## src/rtl/core/gsp_pkg.sv

```systemverilog
package gsp_pkg;
    typedef enum logic [1:0] {
        OP_SPAWN = 2'd0,
        OP_LOOKUP = 2'd1,
        OP_MARK = 2'd2,
        OP_SWEEP = 2'd3
    } t_op;

    localparam logic [1:0] ST_OK = 2'd0;
    localparam logic [1:0] ST_FULL = 2'd1;
    localparam logic [1:0] ST_STALE = 2'd2;

    typedef struct packed {
        logic [1:0]  op;
        logic [7:0]  idx;
        logic [15:0] gen;
    } t_cmd;
endpackage

```

## src/rtl/core/gsp_ram.sv

```systemverilog
module gsp_ram #(
    parameter int WIDTH = 8,
    parameter int DEPTH = 64
) (
    input  logic                     i_clk,
    input  logic                     i_we,
    input  logic [$clog2(DEPTH)-1:0] i_waddr,
    input  logic [WIDTH-1:0]         i_wdata,
    input  logic [$clog2(DEPTH)-1:0] i_raddr,
    output logic [WIDTH-1:0]         o_rdata
);
    logic [WIDTH-1:0] r_mem [DEPTH];

    always_ff @(posedge i_clk) begin
        if (i_we) begin
            r_mem[i_waddr] <= i_wdata;
        end
        o_rdata <= r_mem[i_raddr];
    end
endmodule

```

## src/rtl/core/gsp_front.sv

```systemverilog
module gsp_front (
    input  logic          i_clk,
    input  logic          i_rst_n,
    input  logic          i_valid,
    output logic          o_ready,
    input  logic [1:0]    i_operation,
    input  logic [7:0]    i_handle_index,
    input  logic [15:0]   i_handle_generation,
    output logic          o_q_valid,
    input  logic          i_q_ready,
    output gsp_pkg::t_cmd o_q_cmd
);
    import gsp_pkg::*;

    // two-entry queue between intake and execution
    t_cmd r_q [2];
    logic r_wp, r_rp;
    logic [1:0] r_cnt;
    logic push, pop;

    assign o_ready = (r_cnt != 2'd2);
    assign push = i_valid && o_ready;
    assign o_q_valid = (r_cnt != 2'd0);
    assign pop = o_q_valid && i_q_ready;
    assign o_q_cmd = r_q[r_rp];

    always_ff @(posedge i_clk) begin
        if (push) begin
            r_q[r_wp] <= '{op: i_operation, idx: i_handle_index, gen: i_handle_generation};
        end
        if (!i_rst_n) begin
            r_wp <= 1'b0;
            r_rp <= 1'b0;
            r_cnt <= 2'd0;
        end else begin
            if (push) r_wp <= ~r_wp;
            if (pop) r_rp <= ~r_rp;
            r_cnt <= r_cnt + {1'b0, push} - {1'b0, pop};
        end
    end
endmodule

```

## src/rtl/core/gsp_back.sv

```systemverilog
module gsp_back #(
    parameter int SLOTS = 64,
    parameter int GEN_BITS = 16
) (
    input  logic          i_clk,
    input  logic          i_rst_n,
    input  logic          i_q_valid,
    output logic          o_q_ready,
    input  gsp_pkg::t_cmd i_q_cmd,
    output logic          o_valid,
    input  logic          i_ready,
    output logic [1:0]    o_status,
    output logic [5:0]    o_slot_idx,
    output logic [15:0]   o_slot_generation_out,
    output logic [6:0]    o_freed_count,
    output logic [6:0]    o_active_total,
    output logic [6:0]    o_free_total
);
    import gsp_pkg::*;

    localparam int IW = $clog2(SLOTS);
    localparam int CW = $clog2(SLOTS + 1);
    localparam logic [CW-1:0] SLOTS_C = CW'(SLOTS);

    typedef enum logic [2:0] {
        S_IDLE, S_RD, S_SP_RD, S_EXEC, S_SW_RD, S_SW_WAIT, S_SW_CHK, S_DONE
    } t_state;

    t_state r_state;
    t_cmd r_cmd;
    logic [CW-1:0] r_free_top, r_act_top, r_cur, r_freed;
    logic [SLOTS-1:0] r_in_use, r_alive, r_fs_valid;
    logic [IW-1:0] r_slot;

    logic fs_we, al_we, g_we;
    logic [IW-1:0] fs_wa, fs_ra, fs_wd, fs_rd, al_wa, al_wd, al_ra, al_rd, g_wa, g_ra;
    logic [GEN_BITS-1:0] g_wd, g_rd, g_next;
    logic [IW-1:0] fs_val, hidx;
    logic hbad;

    gsp_ram #(.WIDTH(IW), .DEPTH(SLOTS)) u_fs (
        .i_clk, .i_we(fs_we), .i_waddr(fs_wa), .i_wdata(fs_wd),
        .i_raddr(fs_ra), .o_rdata(fs_rd));
    gsp_ram #(.WIDTH(IW), .DEPTH(SLOTS)) u_al (
        .i_clk, .i_we(al_we), .i_waddr(al_wa), .i_wdata(al_wd),
        .i_raddr(al_ra), .o_rdata(al_rd));
    gsp_ram #(.WIDTH(GEN_BITS), .DEPTH(SLOTS)) u_gen (
        .i_clk, .i_we(g_we), .i_waddr(g_wa), .i_wdata(g_wd),
        .i_raddr(g_ra), .o_rdata(g_rd));

    // generation store valid bits double as zero reset via in-use history
    logic [SLOTS-1:0] r_gen_valid;
    logic [GEN_BITS-1:0] gen_cur;

    assign hbad = ({24'd0, r_cmd.idx} >= 32'(SLOTS));
    assign hidx = r_cmd.idx[IW-1:0];
    assign fs_val = r_fs_valid[fs_ra] ? fs_rd : IW'(SLOTS - 1 - int'(fs_ra));
    assign o_q_ready = (r_state == S_IDLE);

    logic [IW-1:0] r_fs_ra_q;
    assign fs_ra = r_fs_ra_q;
    logic [IW-1:0] r_g_ra;
    // spawn reads the generation of the slot it is about to pop
    assign g_ra = (r_state == S_SP_RD) ? fs_val : r_g_ra;
    assign gen_cur = r_gen_valid[r_g_ra] ? g_rd : '0;
    assign g_next = (gen_cur + 1'b1 == '0) ? GEN_BITS'(1) : gen_cur + 1'b1;
    assign al_ra = (r_state == S_SW_CHK || r_state == S_SW_WAIT) ?
        r_act_top[IW-1:0] - IW'(1) : r_cur[IW-1:0];

    logic [IW-1:0] spawn_s;
    assign spawn_s = fs_val;

    always_comb begin
        fs_we = 1'b0; fs_wa = r_free_top[IW-1:0]; fs_wd = r_slot;
        al_we = 1'b0; al_wa = r_act_top[IW-1:0]; al_wd = spawn_s;
        g_we = 1'b0; g_wa = r_g_ra; g_wd = g_next;
        if (r_state == S_EXEC && r_cmd.op == OP_SPAWN &&
            r_free_top != '0 && r_act_top < SLOTS_C) begin
            al_we = 1'b1;
            g_we = 1'b1;
        end
        if (r_state == S_SW_CHK && !(r_in_use[r_slot] && r_alive[r_slot])) begin
            fs_we = (r_free_top < SLOTS_C);
            al_we = 1'b1;
            al_wa = r_cur[IW-1:0];
            al_wd = al_rd;
        end
    end

    always_ff @(posedge i_clk) begin
        if (!i_rst_n) begin
            r_state <= S_IDLE;
            r_free_top <= SLOTS_C;
            r_act_top <= '0;
            r_in_use <= '0;
            r_alive <= '0;
            r_fs_valid <= '0;
            r_gen_valid <= '0;
            o_valid <= 1'b0;
        end else begin
            unique case (r_state)
                S_IDLE: begin
                    if (i_q_valid) begin
                        r_cmd <= i_q_cmd;
                        r_state <= (i_q_cmd.op == OP_SWEEP) ? S_SW_RD : S_RD;
                        r_fs_ra_q <= r_free_top[IW-1:0] - IW'(1);
                        r_g_ra <= i_q_cmd.idx[IW-1:0];
                        r_cur <= '0;
                        r_freed <= '0;
                    end
                end
                S_RD: begin
                    r_state <= (r_cmd.op == OP_SPAWN) ? S_SP_RD : S_EXEC;
                end
                S_SP_RD: begin
                    // popped slot is known now, its generation arrives next cycle
                    r_g_ra <= fs_val;
                    r_state <= S_EXEC;
                end
                S_EXEC: begin
                    o_slot_idx <= '0;
                    o_slot_generation_out <= '0;
                    o_freed_count <= '0;
                    if (r_cmd.op == OP_SPAWN) begin
                        if (r_free_top == '0 || r_act_top >= SLOTS_C) begin
                            o_status <= ST_FULL;
                        end else begin
                            o_status <= ST_OK;
                            r_in_use[spawn_s] <= 1'b1;
                            r_alive[spawn_s] <= 1'b1;
                            r_gen_valid[spawn_s] <= 1'b1;
                            r_free_top <= r_free_top - 1'b1;
                            r_act_top <= r_act_top + 1'b1;
                            o_slot_idx <= 6'(spawn_s);
                            o_slot_generation_out <= 16'(g_next);
                        end
                    end else if (hbad) begin
                        o_status <= ST_FULL;
                    end else if (!r_in_use[hidx] ||
                                 32'(gen_cur) != {16'd0, r_cmd.gen}) begin
                        o_status <= ST_STALE;
                    end else begin
                        o_status <= ST_OK;
                        if (r_cmd.op == OP_MARK) r_alive[hidx] <= 1'b0;
                        o_slot_idx <= 6'(hidx);
                        o_slot_generation_out <= 16'(gen_cur);
                    end
                    r_state <= S_DONE;
                end
                S_SW_RD: begin
                    if (r_cur >= r_act_top) begin
                        o_status <= ST_OK;
                        o_slot_idx <= '0;
                        o_slot_generation_out <= '0;
                        o_freed_count <= 7'(r_freed);
                        r_state <= S_DONE;
                    end else begin
                        r_state <= S_SW_WAIT;
                    end
                end
                S_SW_WAIT: begin
                    r_slot <= al_rd;
                    r_state <= S_SW_CHK;
                end
                S_SW_CHK: begin
                    // al_rd now holds the last list entry
                    if (r_in_use[r_slot] && r_alive[r_slot]) begin
                        r_cur <= r_cur + 1'b1;
                    end else begin
                        r_in_use[r_slot] <= 1'b0;
                        if (r_free_top < SLOTS_C) begin
                            r_fs_valid[r_free_top[IW-1:0]] <= 1'b1;
                            r_free_top <= r_free_top + 1'b1;
                        end
                        r_freed <= r_freed + 1'b1;
                        r_act_top <= r_act_top - 1'b1;
                    end
                    r_state <= S_SW_RD;
                end
                S_DONE: begin
                    if (!o_valid) begin
                        o_valid <= 1'b1;
                        o_active_total <= 7'(r_act_top);
                        o_free_total <= 7'(r_free_top);
                    end else if (i_ready) begin
                        o_valid <= 1'b0;
                        r_state <= S_IDLE;
                    end
                end
                default: r_state <= S_IDLE;
            endcase
        end
    end
endmodule

```

## src/rtl/core/generational_slot_pool_top.sv

```systemverilog
// generational slot pool
// lookup, mark_dead: the beat passes the queue, then S_IDLE, S_RD, S_EXEC and S_DONE, which
// registers o_valid; spawn adds S_SP_RD (extra generation read); sweep walks the active list
// with registered reads, S_SW_RD, S_SW_WAIT, S_SW_CHK per entry; the back end takes the next
// queued item in the cycle after the result beat, none before; a two-beat queue buffers input
// i_rst_n synchronous active low: free stack full, no active slots, all generations zero
module generational_slot_pool_top #(
    parameter int SLOTS = 64,
    parameter int GEN_BITS = 16
) (
    input  logic        i_clk,
    input  logic        i_rst_n,
    input  logic        i_valid,
    output logic        o_ready,
    input  logic [1:0]  i_operation,
    input  logic [7:0]  i_handle_index,
    input  logic [15:0] i_handle_generation,
    output logic        o_valid,
    input  logic        i_ready,
    output logic [1:0]  o_status,
    output logic [5:0]  o_slot_idx,
    output logic [15:0] o_slot_generation_out,
    output logic [6:0]  o_freed_count,
    output logic [6:0]  o_active_total,
    output logic [6:0]  o_free_total
);
    import gsp_pkg::*;

    logic q_valid, q_ready;
    t_cmd q_cmd;

    gsp_front u_front (
        .i_clk, .i_rst_n, .i_valid, .o_ready, .i_operation, .i_handle_index,
        .i_handle_generation, .o_q_valid(q_valid), .i_q_ready(q_ready), .o_q_cmd(q_cmd));

    gsp_back #(.SLOTS(SLOTS), .GEN_BITS(GEN_BITS)) u_back (
        .i_clk, .i_rst_n, .i_q_valid(q_valid), .o_q_ready(q_ready), .i_q_cmd(q_cmd),
        .o_valid, .i_ready, .o_status, .o_slot_idx, .o_slot_generation_out,
        .o_freed_count, .o_active_total, .o_free_total);
endmodule

```

## config.mk

```make
export PLATFORM = sky130hd
export DESIGN_NAME = generational_slot_pool_top
export DESIGN_NICKNAME = d
export VERILOG_FILES = /design/src/rtl/core/gsp_pkg.sv /design/src/rtl/core/gsp_ram.sv /design/src/rtl/core/gsp_front.sv /design/src/rtl/core/gsp_back.sv /design/src/rtl/core/generational_slot_pool_top.sv
export SDC_FILE = /design/constraint.sdc
export NUM_CORES = 2
export LEC_CHECK = 0
export ABC_AREA = 1
export BUFFER_PORTS_ARGS = -buffer_cell sky130_fd_sc_hd__clkbuf_2
export CAP_MARGIN = 0
export CORE_MARGIN = 1.5
export CORE_UTILIZATION = 45
export DETAILED_ROUTE_END_ITERATION = 10
export PLACE_DENSITY_LB_ADDON = 0.05
export SKIP_CTS_REPAIR_TIMING = 1
export SYNTH_ARGS = -nofsm -noshare
export SYNTH_HDL_FRONTEND = slang
export SYNTH_SLANG_ARGS = --single-unit
```

## constraint.sdc

```tcl
create_clock -name i_clk -period 7.3 [get_ports i_clk]
set_clock_uncertainty 0.15 [all_clocks]
set_input_delay 1.46 -clock i_clk [delete_from_list [all_inputs] [get_ports i_clk]]
set_output_delay 1.46 -clock i_clk [all_outputs]
set_load 0.05 [all_outputs]
```

==> impl_metrics.yaml <==
critical_path:
  cpMaxStageDelayCell: "edfxtp_1"
  start_kind: "register"
  end_kind: "register"
  required_ns: 7.84
  critical_path_class: "register to register"
  critPathBufInv: 3
  worstPathMaxFanout: 50
  cpPeakStageDelay_ns: 0.77
  worstPathArrival_ns: 6.85
  cpLargestDelayFamily: "simple AND/OR/NAND/NOR gates"
  reg2reg_from: "u_back.g_wa[0]$_DFFE_PP_"
  startpoint: "u_back.g_wa[0]$_DFFE_PP_"
  cpMostUsedCell: "nand2_1"
synthesis:
  synth-async-reset-ratio: 0
  synth_nets: 9013
  synth_edf_count: 1947
  syn_area_sq_um: 95890
  synth_top_area_share: 0.6097
  synth.area.mux_share: 0
  synthAdderAreaFrac: 0.003549
  synth_top_area_cell: "edfxtp_1"
  synth_commonest_cells: "edfxtp_1 (1,947), nand2_1 (1,828), nand3_1 (852)"
  ys_seq_elements: 2254
  ys.flop_type: "edfxtp_1"
  yosys.area_share.simple: 0.1573
  synth_cell_type_count: 57
  syn_area_per_cell_sq_um: 10.71
  synth_warnings: 0
  synth_xor_xnor_area_share: 0.002558
  synthTopCellsByArea: "edfxtp_1 (61%), nand2_1 (7.2%), dfxtp_1 (6.4%)"
  synth_top_family_by_area: "simple AND/OR/NAND/NOR gates"
  synth_seq_area_share: 0.6738
  synth_compound_area_frac: 0.1046
  synth.most_common_cell: "edfxtp_1"
  synth_cells: 8957
placed_design:
  gp_congestion: 0.9032
  dp_hpwl_um: 175500
  io_buffers: 76
  dpl-instance-area_sq_um: 99370
global_route:
  grt_pass1_wl_um: 432100
  grt-ovfl-total: 0
  grt_max_degree: 226
  grt_usage: 0.2671
  antenna_found_initial: 6
  grt_pass1_vias: 64360
layout:
  post-route-util: 0.5046
  area_delta_synth_final_pct: 11.49
  drive_above_1_share: 0.08418
  multi_input_area_sq_um: 26080
  seq_area_sq_um: 64610
  final_nets: 8982
  finalInstanceArea_sq_um: 106900
  nFillCells: 19080
cts:
  clock_latency_ns: 0.90
  clock_sinks: 2254
  cts_buffers: 235
  root_buffer: "clkbuf_16"
  htreeDepth: 4
  clk_pin_slew_ns: 0.06
  clock_path_buffers: 3
  cts_tree: "built"
sta:
  finalCritPeriodShare: 0.8647
  worstMarginPinSlew_ns: 1.226
  holdWs_ns: 0.2969
  setup_violations: 0
  fin_setup_tns_ns: 0
  fin_crit_ns: 6.312
  fmax_ghz: 0.1584
  maxSlewHeadroom: 0.1820
  finalHoldViolCount: 0
  report.final.slew_viol_count: 0
  grt_setup_unrepaired: "no"
route:
  drc_errors: 0
  drt-total-wl_um: 292800
  drtIter0Drc: 6977
  vias: 67150
  ant_nets: 0
  wl_per_cell_um: 24.47
  dr.pass1.iters: 6
  vias_per_cell: 5.612
min_path:
  hold_path.class: "register to register"
  hold_start: "u_back.r_gen_valid[14]$_SDFFE_PN0P_"
status:
  status: "finished, final reports clean"
power:
  fin_total_pwr_mw: 36.40
  p_leak_nw: 38.86
  vdd_ir_drop_max_v: 0.0003199
  power.density_nw_per_um2: 340.5
floorplan:
  die-width_um: 464.6
  die_h_um: 464.6
  ios: 77
  rows: 169
  die_area_sq_um: 215900
  start_util: 0.4526
  core-area_sq_um: 211900
run:
  max-cap-violations: 0
layout by cell type, fill, tap and decap left out, types with 9 or more instances in the layout:
cell type,Yosys,final
o21ai_1,43,39
or2_2,48,48
clkinv_1,4,62
o21ai_0,717,709
nand3_1,852,852
nor3_1,48,43
clkbuf_8,0,9
o22ai_1,175,175
o21ai_4,2,14
inv_2,21,31
clkbuf_16,0,239
a21oi_1,305,304
nor2_2,3,21
o211ai_1,315,315
a22oi_1,14,14
ha_1,24,23
buf_12,0,19
buf_4,39,172
diode_2,0,10
clkbuf_2,2,76
o21a_1,20,20
clkbuf_1,270,64
bufinv_16,0,16
xor2_1,21,21
o221ai_1,56,56
nor3_2,9,12
a221oi_1,10,10
nand2_1,1828,1822
nand3b_1,18,18
edfxtp_1,1947,1947
clkinv_2,0,39
inv_1,791,776
nand4_1,22,22
nor2_1,736,713
dfxtp_1,307,307
cell type report:
type | count | share of cell area
Multi-Input combinational cell | 5351 | 0.2440
Clock buffer | 312 | 0.05935
Timing Repair Buffer | 267 | 0.01919
Inverter | 817 | 0.02899
Clock inverter | 134 | 0.01086
Sequential cell | 2254 | 0.6044
Antenna cell | 10 | 0.0002341
Tap cell | 2821 | 0.03302
per-stage QoR:
| step | setup WS, ns | cells |
|---|---|---|
| floorplan | 0.7608 | 8957 |
| global placement | 0.9689 | 11510 |
| detailed placement | 1.037 | 11510 |
| CTS | 0.9977 | 11960 |
| global route | 0.5248 | 11960 |
| finish | 0.9876 | 11970 |
logic make-up (layout without fill, tap and decap cells):
family,after synthesis,after routing
adder cells (fa/ha/maj),26,26
buffers and inverters,1352,1530
AO/OA/AOI/OAI,1702,1702
flip-flops,2254,2254
XOR/XNOR,28,28
other,0,10
AND/OR/NAND/NOR,3595,3595
metal layers:
metal / GRT usage / vias up / wire length, um
met5: 0 / - / 0
met4: 0.08997 / 0 / 9711
met3: 0.03357 / 468 / 17890
met2: 0.4329 / 2412 / 138400
met1: 0.3720 / 33000 / 126800
li1: - / 31270 / -
registers in the layout, indices dropped and copies added, names as in the netlist, 16 cells and up, named ones only:
| register | cells |
|---|---|
| u_back.r_fs_valid | 64 |
| u_front.r_q | 52 |
| u_back.r_in_use | 64 |
| u_back.u_fs.r_mem | 384 |
| u_back.u_al.r_mem | 384 |
| u_back.r_gen_valid | 64 |
| u_back.r_alive | 64 |
| u_back.u_gen.r_mem | 1024 |
| u_back.o_slot_generation_out | 16 |
| u_back.u_gen.o_rdata | 16 |
| u_back.r_cmd | 20 |
worst register-to-register path: cells and delay by family, from the launching register on:
kind	cells	cell delay, ns
fa+ha+maj	1	0.17
flops	1	0.77
simple gates	22	3.74
buf+inv	3	1.07
compound gates	1	0.23
where the power goes:
part	switching, mW	internal (mW)
Clock	5.12	6.66
Combinational	7.38	2.51
Sequential	0.329	14.4
path summary, 6_finish.rpt:
kind | cells past startpoint | slack, ns | endpoint
max | 27 | 0.99 | u_back.o_slot_generation_out[0]$_SDFFCE_PP0P_
min | 2 | 0.30 | u_back.r_gen_valid[14]$_SDFFE_PN0P_
max reg2reg | 27 | 0.99 | u_back.o_slot_generation_out[0]$_SDFFCE_PP0P_
min reg2reg | 2 | 0.30 | u_back.r_gen_valid[14]$_SDFFE_PN0P_
(Power assumes the default switching activity.)
